File: src/rtl/acs_pkg.sv
// Shared types, codes and helper functions for the alarm clock controller.
package acs_pkg;

    typedef enum logic [2:0] {
        FN_TICK    = 3'd0,
        FN_PRESS   = 3'd1,
        FN_RELEASE = 3'd2,
        FN_RTC     = 3'd3,
        FN_TEMP    = 3'd4
    } t_func;

    localparam logic [1:0] KEY_SET_CLOCK = 2'd0;
    localparam logic [1:0] KEY_SET_ALARM = 2'd1;
    localparam logic [1:0] KEY_UP        = 2'd2;
    localparam logic [1:0] KEY_DOWN      = 2'd3;

    localparam logic [1:0] FLD_NONE   = 2'd0;
    localparam logic [1:0] FLD_HOUR   = 2'd1;
    localparam logic [1:0] FLD_MINUTE = 2'd2;
    localparam logic [1:0] FLD_SECOND = 2'd3;

    localparam logic [1:0] CFG_SCAN_DIV   = 2'd0;
    localparam logic [1:0] CFG_BLINK      = 2'd1;
    localparam logic [1:0] CFG_ALARM_HALF = 2'd2;
    localparam logic [1:0] CFG_ALARM_TOGS = 2'd3;

    localparam int unsigned CFG_W = 16;

    localparam logic [7:0] SEG_DASH  = 8'hbf;
    localparam logic [7:0] SEG_BLANK = 8'hff;
    localparam logic [7:0] SEG_C     = 8'hc6;

    localparam logic [5:0] HOUR_MAX = 6'd23;
    localparam logic [5:0] MIN_MAX  = 6'd59;

    typedef logic [2:0][5:0] t_time;

    // Context the display decoder needs for one digit.
    typedef struct packed {
        logic [1:0] clock_field;
        logic [1:0] alarm_field;
        logic       temp_view;
        logic       blink_on;
        t_time      edit_time;
        t_time      alarm_time;
        t_time      now_time;
        logic [6:0] temp_value;
        logic [2:0] pos;
    } t_disp_ctx;

    typedef struct packed {
        logic       scan_valid;
        logic [2:0] digit_index;
        logic [7:0] segments;
        logic       alarm_led;
        logic       rtc_write;
        logic [4:0] new_hour;
        logic [5:0] new_minute;
        logic [5:0] new_second;
    } t_result;

    function automatic logic [7:0] seg_of(input logic [3:0] d);
        logic [7:0] s;
        unique case (d)
            4'd0:    s = 8'hc0;
            4'd1:    s = 8'hf9;
            4'd2:    s = 8'ha4;
            4'd3:    s = 8'hb0;
            4'd4:    s = 8'h99;
            4'd5:    s = 8'h92;
            4'd6:    s = 8'h82;
            4'd7:    s = 8'hf8;
            4'd8:    s = 8'h80;
            4'd9:    s = 8'h90;
            default: s = SEG_BLANK;
        endcase
        return s;
    endfunction

    // Tens digit of a value below 100, by a chain of compares.
    function automatic logic [3:0] tens_of(input logic [6:0] v);
        logic [3:0] t;
        t = 4'd0;
        for (int k = 1; k < 10; k++) begin
            if (v >= 7'(k * 10)) t = 4'(k);
        end
        return t;
    endfunction

    function automatic logic [3:0] ones_of(input logic [6:0] v);
        logic [6:0] r;
        r = v - 7'(tens_of(v) * 4'd10);
        return r[3:0];
    endfunction

endpackage

File: src/rtl/acs_in_if.sv
// Input channel carrying one event item.
interface acs_in_if;
    logic       valid;
    logic       ready;
    logic [2:0] func;
    logic [1:0] key_code;
    logic [4:0] rtc_hour;
    logic [5:0] rtc_minute;
    logic [5:0] rtc_second;
    logic [6:0] temp_reading;

    modport source (output valid, func, key_code, rtc_hour, rtc_minute, rtc_second,
                    temp_reading, input ready);
    modport sink (input valid, func, key_code, rtc_hour, rtc_minute, rtc_second,
                  temp_reading, output ready);
endinterface

File: src/rtl/acs_out_if.sv
// Output channel carrying one result item.
interface acs_out_if;
    logic       valid;
    logic       ready;
    logic       scan_valid;
    logic [2:0] digit_index;
    logic [7:0] segments;
    logic       alarm_led;
    logic       rtc_write;
    logic [4:0] new_hour;
    logic [5:0] new_minute;
    logic [5:0] new_second;

    modport source (output valid, scan_valid, digit_index, segments, alarm_led, rtc_write,
                    new_hour, new_minute, new_second, input ready);
    modport sink (input valid, scan_valid, digit_index, segments, alarm_led, rtc_write,
                  new_hour, new_minute, new_second, output ready);
endinterface

File: src/rtl/alarm_clock_set_and_display.sv
// Top level of the alarm clock controller with its result register.
//
// Each event item (tick, key press or release, RTC sample, temperature
// sample) gives exactly one result item. An item is taken in every cycle in
// which the result register is empty or being emptied, so the block sustains
// one item per clock; the result is registered and appears in the cycle after acceptance. The
// state update and digit decode for an item are done in the accepting cycle,
// and the result register holds the answer while the output side stalls.
// Configuration writes take effect at the next edge and should be made only
// while the block is idle.
module alarm_clock_set_and_display
    import acs_pkg::*;
(
    input  logic             i_clk,
    input  logic             i_rst_n,
    acs_in_if.sink           i_in,
    acs_out_if.source        o_out,
    input  logic             i_cfg_we,
    input  logic [1:0]       i_cfg_idx,
    input  logic [CFG_W-1:0] i_cfg_data
);

    logic    w_accept;
    t_result w_result;
    logic    r_out_valid;
    t_result r_out;

    assign i_in.ready = !r_out_valid || o_out.ready;
    assign w_accept   = i_in.valid && i_in.ready;

    acs_core u_core (
        .i_clk          (i_clk),
        .i_rst_n        (i_rst_n),
        .i_accept       (w_accept),
        .i_func         (i_in.func),
        .i_key_code     (i_in.key_code),
        .i_rtc_hour     (i_in.rtc_hour),
        .i_rtc_minute   (i_in.rtc_minute),
        .i_rtc_second   (i_in.rtc_second),
        .i_temp_reading (i_in.temp_reading),
        .i_cfg_we       (i_cfg_we),
        .i_cfg_idx      (i_cfg_idx),
        .i_cfg_data     (i_cfg_data),
        .o_result       (w_result)
    );

    always_ff @(posedge i_clk) begin
        if (!i_rst_n) begin
            r_out_valid <= 1'b0;
        end else if (w_accept) begin
            r_out_valid <= 1'b1;
        end else if (o_out.ready) begin
            r_out_valid <= 1'b0;
        end
    end

    always_ff @(posedge i_clk) begin
        if (w_accept) begin
            r_out <= w_result;
        end
    end

    assign o_out.valid       = r_out_valid;
    assign o_out.scan_valid  = r_out.scan_valid;
    assign o_out.digit_index = r_out.digit_index;
    assign o_out.segments    = r_out.segments;
    assign o_out.alarm_led   = r_out.alarm_led;
    assign o_out.rtc_write   = r_out.rtc_write;
    assign o_out.new_hour    = r_out.new_hour;
    assign o_out.new_minute  = r_out.new_minute;
    assign o_out.new_second  = r_out.new_second;

    a_blank_when_idle: assert property (@(posedge i_clk) disable iff (!i_rst_n)
        r_out_valid && !r_out.scan_valid |-> r_out.segments == SEG_BLANK)
        else $error("idle result carries a segment pattern");

    a_write_not_scan: assert property (@(posedge i_clk) disable iff (!i_rst_n)
        r_out_valid && r_out.rtc_write |-> !r_out.scan_valid)
        else $error("RTC write and digit scan in one item");

    a_accept_gives_result: assert property (@(posedge i_clk) disable iff (!i_rst_n)
        w_accept |=> r_out_valid)
        else $error("accepted item left no result");

endmodule

File: src/rtl/acs_disp.sv
// Seven-segment pattern for one scanned digit.
module acs_disp
    import acs_pkg::*;
(
    input  t_disp_ctx  i_ctx,
    output logic [7:0] o_segments
);

    logic [1:0] w_grp;
    logic [1:0] w_sub;
    logic [1:0] w_field;
    logic [1:0] w_fidx;
    t_time      w_src;
    logic [5:0] w_val;
    logic [6:0] w_temp;
    logic [7:0] w_time_seg;

    always_comb begin
        unique case (i_ctx.pos)
            3'd0: begin w_grp = 2'd0; w_sub = 2'd0; end
            3'd1: begin w_grp = 2'd0; w_sub = 2'd1; end
            3'd2: begin w_grp = 2'd0; w_sub = 2'd2; end
            3'd3: begin w_grp = 2'd1; w_sub = 2'd0; end
            3'd4: begin w_grp = 2'd1; w_sub = 2'd1; end
            3'd5: begin w_grp = 2'd1; w_sub = 2'd2; end
            3'd6: begin w_grp = 2'd2; w_sub = 2'd0; end
            default: begin w_grp = 2'd2; w_sub = 2'd1; end
        endcase
    end

    assign w_field = (i_ctx.clock_field != FLD_NONE) ? i_ctx.clock_field : i_ctx.alarm_field;
    assign w_fidx  = w_field - 2'd1;
    assign w_src   = (i_ctx.clock_field != FLD_NONE) ? i_ctx.edit_time :
                     (i_ctx.alarm_field != FLD_NONE) ? i_ctx.alarm_time : i_ctx.now_time;
    assign w_val   = w_src[w_grp];
    assign w_temp  = (i_ctx.temp_value > 7'd99) ? 7'd99 : i_ctx.temp_value;

    always_comb begin
        if (w_sub == 2'd2) begin
            w_time_seg = SEG_DASH;
        end else if (w_sub == 2'd0) begin
            w_time_seg = seg_of(tens_of({1'b0, w_val}));
        end else begin
            w_time_seg = seg_of(ones_of({1'b0, w_val}));
        end
    end

    always_comb begin
        if (w_field != FLD_NONE && i_ctx.blink_on && w_grp == w_fidx && w_sub != 2'd2) begin
            o_segments = SEG_BLANK;
        end else if (i_ctx.clock_field != FLD_NONE || i_ctx.alarm_field != FLD_NONE
                     || !i_ctx.temp_view) begin
            o_segments = w_time_seg;
        end else if (i_ctx.pos == 3'd5) begin
            o_segments = seg_of(tens_of(w_temp));
        end else if (i_ctx.pos == 3'd6) begin
            o_segments = seg_of(ones_of(w_temp));
        end else if (i_ctx.pos == 3'd7) begin
            o_segments = SEG_C;
        end else begin
            o_segments = SEG_BLANK;
        end
    end

endmodule

File: src/rtl/acs_core.sv
// Controller state: key handling, scan and blink timing, alarm flasher.
module acs_core
    import acs_pkg::*;
(
    input  logic             i_clk,
    input  logic             i_rst_n,
    input  logic             i_accept,
    input  logic [2:0]       i_func,
    input  logic [1:0]       i_key_code,
    input  logic [4:0]       i_rtc_hour,
    input  logic [5:0]       i_rtc_minute,
    input  logic [5:0]       i_rtc_second,
    input  logic [6:0]       i_temp_reading,
    input  logic             i_cfg_we,
    input  logic [1:0]       i_cfg_idx,
    input  logic [CFG_W-1:0] i_cfg_data,
    output t_result          o_result
);

    logic [7:0]  r_scan_div,   n_scan_div;
    logic [9:0]  r_blink_scans, n_blink_scans;
    logic [15:0] r_alarm_half, n_alarm_half;
    logic [7:0]  r_alarm_togs, n_alarm_togs;
    logic [1:0]  r_clock_field, n_clock_field;
    logic [1:0]  r_alarm_field, n_alarm_field;
    logic        r_temp_view,  n_temp_view;
    logic [2:0]  r_held_key,   n_held_key;
    t_time       r_edit_time,  n_edit_time;
    t_time       r_alarm_time, n_alarm_time;
    t_time       r_now_time,   n_now_time;
    logic [6:0]  r_temp_value, n_temp_value;
    logic [7:0]  r_scan_tick,  n_scan_tick;
    logic [9:0]  r_scan_count, n_scan_count;
    logic        r_blink_on,   n_blink_on;
    logic [2:0]  r_digit_pos,  n_digit_pos;
    logic        r_alarm_act,  n_alarm_act;
    logic [15:0] r_alarm_tick, n_alarm_tick;
    logic [7:0]  r_alarm_cnt,  n_alarm_cnt;
    logic        r_alarm_ph,   n_alarm_ph;
    logic        r_led,        n_led;

    t_disp_ctx   w_ctx;
    logic [7:0]  w_segs;
    logic [1:0]  w_key;
    logic [1:0]  w_fsel;
    logic [1:0]  w_fi;
    logic [5:0]  w_top;
    logic [5:0]  w_cur;
    logic [5:0]  w_adj;
    logic        w_up;

    assign w_ctx.clock_field = r_clock_field;
    assign w_ctx.alarm_field = r_alarm_field;
    assign w_ctx.temp_view   = r_temp_view;
    assign w_ctx.blink_on    = n_blink_on;
    assign w_ctx.edit_time   = r_edit_time;
    assign w_ctx.alarm_time  = r_alarm_time;
    assign w_ctx.now_time    = r_now_time;
    assign w_ctx.temp_value  = r_temp_value;
    assign w_ctx.pos         = r_digit_pos;

    acs_disp u_disp (
        .i_ctx      (w_ctx),
        .o_segments (w_segs)
    );

    // Field being adjusted by the up and down keys and its bounded new value.
    assign w_key  = r_held_key[1:0] - 2'd1;
    assign w_up   = (w_key == KEY_UP);
    assign w_fsel = (r_clock_field != FLD_NONE) ? r_clock_field : r_alarm_field;
    assign w_fi   = w_fsel - 2'd1;
    assign w_top  = (w_fsel == FLD_HOUR) ? HOUR_MAX : MIN_MAX;
    assign w_cur  = (r_clock_field != FLD_NONE) ? r_edit_time[w_fi] : r_alarm_time[w_fi];
    assign w_adj  = w_up ? ((w_cur < w_top) ? w_cur + 6'd1 : w_cur)
                         : ((w_cur != 6'd0) ? w_cur - 6'd1 : w_cur);

    always_comb begin
        n_scan_div    = r_scan_div;
        n_blink_scans = r_blink_scans;
        n_alarm_half  = r_alarm_half;
        n_alarm_togs  = r_alarm_togs;
        n_clock_field = r_clock_field;
        n_alarm_field = r_alarm_field;
        n_temp_view   = r_temp_view;
        n_held_key    = r_held_key;
        n_edit_time   = r_edit_time;
        n_alarm_time  = r_alarm_time;
        n_now_time    = r_now_time;
        n_temp_value  = r_temp_value;
        n_scan_tick   = r_scan_tick;
        n_scan_count  = r_scan_count;
        n_blink_on    = r_blink_on;
        n_digit_pos   = r_digit_pos;
        n_alarm_act   = r_alarm_act;
        n_alarm_tick  = r_alarm_tick;
        n_alarm_cnt   = r_alarm_cnt;
        n_alarm_ph    = r_alarm_ph;
        n_led         = r_led;
        o_result      = '0;
        o_result.segments = SEG_BLANK;

        if (i_cfg_we) begin
            unique case (i_cfg_idx)
                CFG_SCAN_DIV:   n_scan_div    = i_cfg_data[7:0];
                CFG_BLINK:      n_blink_scans = i_cfg_data[9:0];
                CFG_ALARM_HALF: n_alarm_half  = i_cfg_data[15:0];
                default:        n_alarm_togs  = i_cfg_data[7:0];
            endcase
        end

        if (i_accept) begin
            priority case (i_func)
                FN_TICK: begin
                    n_scan_tick = r_scan_tick + 8'd1;
                    if (n_scan_tick >= r_scan_div) begin
                        n_scan_tick  = 8'd0;
                        n_scan_count = r_scan_count + 10'd1;
                        if (n_scan_count >= r_blink_scans) begin
                            n_scan_count = 10'd0;
                            n_blink_on   = ~r_blink_on;
                        end
                        o_result.scan_valid  = 1'b1;
                        o_result.digit_index = r_digit_pos;
                        o_result.segments    = w_segs;
                        n_digit_pos          = r_digit_pos + 3'd1;
                    end
                    if (r_alarm_act) begin
                        n_alarm_tick = r_alarm_tick + 16'd1;
                        if (n_alarm_tick >= r_alarm_half) begin
                            n_alarm_tick = 16'd0;
                            n_led        = r_alarm_ph;
                            n_alarm_ph   = ~r_alarm_ph;
                            n_alarm_cnt  = r_alarm_cnt + 8'd1;
                            if (n_alarm_cnt >= r_alarm_togs) begin
                                n_alarm_cnt = 8'd0;
                                n_alarm_act = 1'b0;
                                n_led       = 1'b0;
                            end
                        end
                    end
                end
                FN_PRESS: begin
                    if (r_held_key == 3'd0) begin
                        n_held_key = {1'b0, i_key_code} + 3'd1;
                        if (r_clock_field == FLD_NONE && r_alarm_field == FLD_NONE
                            && i_key_code == KEY_DOWN) begin
                            n_temp_view = 1'b1;
                        end
                    end
                end
                FN_RELEASE: begin
                    if (r_held_key != 3'd0) begin
                        if (r_temp_view) begin
                            n_temp_view = 1'b0;
                            n_alarm_act = 1'b0;
                            n_led       = 1'b0;
                        end else if (r_alarm_act) begin
                            n_alarm_act = 1'b0;
                            n_led       = 1'b0;
                        end else if (w_key == KEY_SET_CLOCK) begin
                            if (r_alarm_field == FLD_NONE) begin
                                if (r_clock_field != FLD_SECOND) begin
                                    n_clock_field = r_clock_field + 2'd1;
                                end else begin
                                    // Leaving clock set commits the edited time.
                                    n_clock_field       = FLD_NONE;
                                    o_result.rtc_write  = 1'b1;
                                    o_result.new_hour   = r_edit_time[0][4:0];
                                    o_result.new_minute = r_edit_time[1];
                                    o_result.new_second = r_edit_time[2];
                                    n_now_time          = r_edit_time;
                                end
                            end
                        end else if (w_key == KEY_SET_ALARM) begin
                            if (r_clock_field == FLD_NONE) begin
                                n_alarm_field = r_alarm_field + 2'd1;
                            end
                        end else if (r_clock_field != FLD_NONE) begin
                            n_edit_time[w_fi] = w_adj;
                        end else if (r_alarm_field != FLD_NONE) begin
                            n_alarm_time[w_fi] = w_adj;
                        end
                        n_held_key = 3'd0;
                    end
                end
                FN_RTC: begin
                    n_now_time[0] = {1'b0, i_rtc_hour};
                    n_now_time[1] = i_rtc_minute;
                    n_now_time[2] = i_rtc_second;
                    if (n_now_time == r_alarm_time) begin
                        n_alarm_act = 1'b1;
                        n_alarm_cnt = 8'd0;
                    end
                end
                FN_TEMP: begin
                    n_temp_value = i_temp_reading;
                end
                default: begin
                end
            endcase
            o_result.alarm_led = n_led;
        end
    end

    always_ff @(posedge i_clk) begin
        if (!i_rst_n) begin
            r_scan_div    <= 8'd20;
            r_blink_scans <= 10'd500;
            r_alarm_half  <= 16'd2000;
            r_alarm_togs  <= 8'd25;
            r_clock_field <= FLD_NONE;
            r_alarm_field <= FLD_NONE;
            r_temp_view   <= 1'b0;
            r_held_key    <= 3'd0;
            r_edit_time   <= '0;
            r_alarm_time  <= '0;
            r_now_time    <= '0;
            r_temp_value  <= 7'd0;
            r_scan_tick   <= 8'd0;
            r_scan_count  <= 10'd0;
            r_blink_on    <= 1'b1;
            r_digit_pos   <= 3'd0;
            r_alarm_act   <= 1'b0;
            r_alarm_tick  <= 16'd0;
            r_alarm_cnt   <= 8'd0;
            r_alarm_ph    <= 1'b1;
            r_led         <= 1'b0;
        end else begin
            r_scan_div    <= n_scan_div;
            r_blink_scans <= n_blink_scans;
            r_alarm_half  <= n_alarm_half;
            r_alarm_togs  <= n_alarm_togs;
            r_clock_field <= n_clock_field;
            r_alarm_field <= n_alarm_field;
            r_temp_view   <= n_temp_view;
            r_held_key    <= n_held_key;
            r_edit_time   <= n_edit_time;
            r_alarm_time  <= n_alarm_time;
            r_now_time    <= n_now_time;
            r_temp_value  <= n_temp_value;
            r_scan_tick   <= n_scan_tick;
            r_scan_count  <= n_scan_count;
            r_blink_on    <= n_blink_on;
            r_digit_pos   <= n_digit_pos;
            r_alarm_act   <= n_alarm_act;
            r_alarm_tick  <= n_alarm_tick;
            r_alarm_cnt   <= n_alarm_cnt;
            r_alarm_ph    <= n_alarm_ph;
            r_led         <= n_led;
        end
    end

endmodule

File: src/flat_wrapper.sv
// flat-port wrapper written by rule: the top's interface ports become plain ports
module alarm_clock_set_and_display_flat import acs_pkg::*;
  (i_clk, i_rst_n, i_cfg_we, i_cfg_idx, i_cfg_data, i_in_valid, i_in_func, i_in_key_code, i_in_rtc_hour, i_in_rtc_minute, i_in_rtc_second, i_in_temp_reading, i_in_ready, o_out_valid, o_out_scan_valid, o_out_digit_index, o_out_segments, o_out_alarm_led, o_out_rtc_write, o_out_new_hour, o_out_new_minute, o_out_new_second, o_out_ready);
  acs_in_if i_in_i ();
  acs_out_if o_out_i ();
  input  logic i_clk;
  input  logic i_rst_n;
  input  logic i_cfg_we;
  input  logic [1:0] i_cfg_idx;
  input  logic [CFG_W-1:0] i_cfg_data;
  input wire logic [$bits(i_in_i.valid)-1:0] i_in_valid;
  input wire logic [$bits(i_in_i.func)-1:0] i_in_func;
  input wire logic [$bits(i_in_i.key_code)-1:0] i_in_key_code;
  input wire logic [$bits(i_in_i.rtc_hour)-1:0] i_in_rtc_hour;
  input wire logic [$bits(i_in_i.rtc_minute)-1:0] i_in_rtc_minute;
  input wire logic [$bits(i_in_i.rtc_second)-1:0] i_in_rtc_second;
  input wire logic [$bits(i_in_i.temp_reading)-1:0] i_in_temp_reading;
  output wire logic [$bits(i_in_i.ready)-1:0] i_in_ready;
  output wire logic [$bits(o_out_i.valid)-1:0] o_out_valid;
  output wire logic [$bits(o_out_i.scan_valid)-1:0] o_out_scan_valid;
  output wire logic [$bits(o_out_i.digit_index)-1:0] o_out_digit_index;
  output wire logic [$bits(o_out_i.segments)-1:0] o_out_segments;
  output wire logic [$bits(o_out_i.alarm_led)-1:0] o_out_alarm_led;
  output wire logic [$bits(o_out_i.rtc_write)-1:0] o_out_rtc_write;
  output wire logic [$bits(o_out_i.new_hour)-1:0] o_out_new_hour;
  output wire logic [$bits(o_out_i.new_minute)-1:0] o_out_new_minute;
  output wire logic [$bits(o_out_i.new_second)-1:0] o_out_new_second;
  input wire logic [$bits(o_out_i.ready)-1:0] o_out_ready;
  assign i_in_i.valid = i_in_valid;
  assign i_in_i.func = i_in_func;
  assign i_in_i.key_code = i_in_key_code;
  assign i_in_i.rtc_hour = i_in_rtc_hour;
  assign i_in_i.rtc_minute = i_in_rtc_minute;
  assign i_in_i.rtc_second = i_in_rtc_second;
  assign i_in_i.temp_reading = i_in_temp_reading;
  assign i_in_ready = i_in_i.ready;
  assign o_out_valid = o_out_i.valid;
  assign o_out_scan_valid = o_out_i.scan_valid;
  assign o_out_digit_index = o_out_i.digit_index;
  assign o_out_segments = o_out_i.segments;
  assign o_out_alarm_led = o_out_i.alarm_led;
  assign o_out_rtc_write = o_out_i.rtc_write;
  assign o_out_new_hour = o_out_i.new_hour;
  assign o_out_new_minute = o_out_i.new_minute;
  assign o_out_new_second = o_out_i.new_second;
  assign o_out_i.ready = o_out_ready;
  alarm_clock_set_and_display u_core (.i_clk(i_clk), .i_rst_n(i_rst_n), .i_in(i_in_i), .o_out(o_out_i), .i_cfg_we(i_cfg_we), .i_cfg_idx(i_cfg_idx), .i_cfg_data(i_cfg_data));
endmodule
File: config.mk
export PLATFORM = sky130hd
export DESIGN_NAME = alarm_clock_set_and_display_flat
export DESIGN_NICKNAME = d
export VERILOG_FILES = /design/src/rtl/acs_pkg.sv /design/src/rtl/acs_in_if.sv /design/src/rtl/acs_out_if.sv /design/src/rtl/alarm_clock_set_and_display.sv /design/src/rtl/acs_disp.sv /design/src/rtl/acs_core.sv /design/src/flat_wrapper.sv
export SDC_FILE = /design/constraint.sdc
export NUM_CORES = 1
export LEC_CHECK = 0
export ABC_CLOCK_PERIOD_IN_PS = 5000
export BUFFER_PORTS_ARGS = -buffer_cell sky130_fd_sc_hd__buf_2
export CAP_MARGIN = 25
export CORE_MARGIN = 8
export CORE_UTILIZATION = 30
export CTS_CLUSTER_DIAMETER = 120
export DETAILED_ROUTE_END_ITERATION = 7
export SLEW_MARGIN = 20
export SYNTH_ARGS = -nofsm -noshare
export SYNTH_HDL_FRONTEND = slang
export SYNTH_SLANG_ARGS = --single-unit
File: constraint.sdc
create_clock -name i_clk -period 5 [get_ports i_clk]
set_input_delay 1.5 -clock i_clk [delete_from_list [all_inputs] [get_ports i_clk]]
set_output_delay 1.5 -clock i_clk [all_outputs]
set_load 0.02 [all_outputs]
==> flow_summary.json <==
{
  "timing.reg2reg.setup_slack_ns": 0.22,
  "p_int_w": 0.00243,
  "critPathKind": "flop to flop",
  "synth_flop_cell": "dfxtp_1",
  "synth_top_family_by_area": "compound AO/OA/AOI/OAI gates",
  "drc_errors": 0,
  "fmax_mhz": 209,
  "fin_hold_ws_ns": 0.466,
  "yosysTopAreaCellShare_pct": 25.9,
  "portBuffers": 83,
  "clkPwrFrac_pct": 42.9,
  "ys_seq_area_share_pct": 33.2,
  "setup.worst_path.end_class": "flop",
  "synth-xor-area-share_pct": 4.86,
  "status": "finished clean",
  "crit_path_frequent_cell": "inv_1",
  "drt_wl_total_um": 32200,
  "grt_max_degree": 68,
  "net-switching-power_w": 0.000893,
  "p_leak_nw": 6.57,
  "finalHoldViolations": 0,
  "antenna_found_initial": 6,
  "cts_max_level": 4,
  "layout_setup_ws_ns": 0.218,
  "grt_setup_unrepaired": "false",
  "finalNetCount": 1614,
  "via_per_inst": 5.07,
  "synthMuxAreaShare_pct": 6.60,
  "core_area_um2": 40800,
  "synthAdderAreaFrac_pct": 9.83,
  "setup-violations-final": 0,
  "path_cells": "inv_1 > ha_4 > mux2i_4 > inv_1 > ha_1 > buf_4 > mux4_2 > o21ai_1 > inv_1 > ha_1 > a21o_2 > a21o_2 > a41oi_4 > nand4_2 > or4_1 > a32oi_4 > nand2_1 > o211a_1",
  "synth-compound-area-share_pct": 21.1,
  "drtIter0Drc": 797,
  "synthSimpleGateAreaFrac_pct": 18.8,
  "vias": 10200,
  "multi_input_area_um2": 7660,
  "p_comb_share_pct": 8.9,
  "clk_pin_slew_ns": 0.08,
  "fin_crit_ns": 4.78,
  "dp_hpwl_um": 23700,
  "irDropWorstVdd_v": 0.000201,
  "synth_edf_count": 30,
  "power.density_nw_per_um2": 237,
  "drive_gt1_share_pct": 12.5,
  "clock_skew_ns": 0.0186,
  "cts-root-buf": "clkbuf_16",
  "io_pins": 85,
  "worstPathRequired_ns": 5.35,
  "ant_nets": 0,
  "crit_family": "compound AO/OA/AOI/OAI gates",
  "cts_tree": "built",
  "slowest_delay_ns": 0.54,
  "yosysWarnings": 0,
  "ys_ff_latch": 191,
  "pwr-share-seq_pct": 48.2,
  "ys_types": 93,
  "area_growth_pct": 12.9,
  "seq_area_um2": 4120,
  "rows": 74,
  "min_path_type": "flop to flop",
  "n_fill_cell": 4133,
  "switching_share_pct": 26.8,
  "fp.dieW_um": 219,
  "start_util_pct": 30.4,
  "critPathLaunchType": "flop",
  "crit_path_top_delay_cell": "mux4_2",
  "dr.pass1.iters": 5,
  "synth_async_sr_flop_share_pct": 0,
  "maxSlewViolCount": 0,
  "cts.sinks": 191,
  "die_h_um": 219,
  "post-synth-top-area-cell": "dfxtp_1",
  "die_area_um2": 48200,
  "grt_pass1_wl_um": 51400,
  "clk_latency_ns": 0.46,
  "gr-total-overflow": 0,
  "post-place-ws_ns": -0.114,
  "gp_congestion": 0.894,
  "synthesis.instances": 1417,
  "clock_path_buffers": 2,
  "synthesis.nets": 1563,
  "cp.arrival_ns": 5.13,
  "synth_area_per_cell_um2": 8.77,
  "fin_crit_sh_pct": 95.6,
  "synth_area_um2": 12400,
  "synth_area_leaders": "dfxtp_1 26%, ha_1 9.3%, edfxtp_1 7.3%, nand2_1 5.2%, mux2i_1 4.7%",
  "cp_num_buf_inv": 4,
  "cts_buffers": 17,
  "worst_pin_slew_ns": 0.991,
  "track_usage_pct": 13.2,
  "grt_pass1_vias": 9878,
  "cap_violations": 0,
  "post_drt_wl_per_cell_um": 16.0,
  "cp_max_fo": 12,
  "max-slew-margin-rel_pct": 33.5
}
-- cell families after synthesis --
kind of cell,count (synthesis)
adders and majority gates,97
AOI/OAI and AO/OA,348
DFF,191
buffers and inverters,162
muxes,71
other,1
xor gates and xnor gates,69
and+or+nand+nor,478
-- power by group through the flow --
stage / registers (W) / clock network (W) / logic, W
2_1_floorplan: 0.00165 / 0 / 0.000186
3_3_place_gp: 0.00164 / 0 / 0.000287
3_5_place_dp: 0.00164 / 0 / 0.000291
4_1_cts: 0.00160 / 0.00147 / 0.000293
5_1_grt: 0.00161 / 0.00153 / 0.000326
6_report: 0.00160 / 0.00143 / 0.000294
-- cells in the final DEF, fill, tap and decap left out, types with 34 or more instances in the layout --
cell        n
a21oi_1    58
dfxtp_1   161
xor2_1     35
ha_1       91
o21ai_0    49
buf_2      82
nand3_1    41
mux2i_1    58
o211a_1    55
inv_1      81
a21boi_0   49
nand2_1   172
xnor2_1    34
nor2_1     84
-- area by class of cell --
| cell class | count | share of cell area, % |
|---|---|---|
| timing repair buffer | 110 | 4.60 |
| inverter | 84 | 2.25 |
| antenna | 3 | 0.0535 |
| sequential | 191 | 29.4 |
| clock buffer | 19 | 3.16 |
| multi-input combinational | 1064 | 54.6 |
| tap | 532 | 4.74 |
| clock inverter | 13 | 1.21 |
-- synth_stat cells, types with 11 or more instances --
cell type  count
ha_1          92
a21boi_0      49
o211a_1       55
nand2_1      172
a211oi_1      11
nor2b_1       32
o211ai_1      27
and3_1        21
mux2i_1       58
edfxtp_1      30
a21o_1        11
a21oi_1       58
nand2b_1      18
o21ai_0       50
buf_2         16
dfxtp_1      161
clkbuf_1      50
nor2_1        84
nor3_1        17
nand3b_1      22
xor2_1        35
nand3_1       41
and2_1        32
inv_1         81
xnor2_1       34
-- metrics by stage --
stage / util (%) / total power [W] / cells / instance area (µm²) / TNS [ns]
detailed placement: 32.7 / 0.00193 / 1980 / 13400 / -0.125
finish: 34.4 / 0.00332 / 2016 / 14000 / 0
global placement: 32.7 / 0.00193 / 1980 / 13400 / 0
floorplan: - / 0.00183 / 1417 / 12400 / 0
global route: 34.4 / 0.00346 / 2015 / 14000 / 0
CTS: 34.2 / 0.00337 / 2012 / 14000 / 0
-- per-layer routing --
layer	wire, µm	track usage [%]	part of all wire (%)
met5	42	0	0.13
met4	599	4.49	1.9
met2	14900	21.5	46
met1	15000	17.1	46
met3	1640	2.80	5.1
-- sequential cells by signal, indices dropped and copies added (netlist names), 5 cells and up --
register	flops
u_core.o_out.new_hour	5
u_core.u_core.r_alarm_time	18
u_core.u_core.r_scan_tick	8
u_core.u_core.r_alarm_half	16
u_core.u_core.r_edit_time	18
u_core.o_out.new_second	6
u_core.u_core.r_alarm_togs	8
u_core.u_core.r_alarm_cnt	8
u_core.u_core.r_now_time	18
u_core.u_core.r_temp_value	7
u_core.u_core.r_blink_scans	10
u_core.o_out.new_minute	6
u_core.u_core.r_alarm_tick	16
u_core.u_core.r_scan_div	8
u_core.u_core.r_scan_count	10
u_core.o_out.segments	7
-- path summary, 6_finish.rpt --
| path | startpoint | endpoint | cells past startpoint |
|---|---|---|---|
| min | u_core.u_core.r_blink_scans[1] | u_core.u_core.r_blink_scans[1] | 2 |
| min reg2reg | u_core.u_core.r_blink_scans[1] | u_core.u_core.r_blink_scans[1] | 2 |
| max reg2reg | u_core.u_core.r_clock_field[0] | u_core.u_core.r_edit_time[17] | 18 |
| max | u_core.u_core.r_clock_field[0] | u_core.u_core.r_edit_time[17] | 18 |
-- worst min-delay path: cells and delay by family, from the launching register on --
| family | cells | cell delay (ns) |
|---|---|---|
| AND/OR/NAND/NOR | 1 | 0.04 |
| flip-flops | 1 | 0.31 |
| AO/OA/AOI/OAI | 1 | 0.06 |
-- repair_timing --
item,in CTS,in global routing
setup endpoints to repair,2,19
hold buffers,0,0
resized for setup,1,8
buffers inserted,0,1
Note: power is estimated with default switching activity, not from simulation.
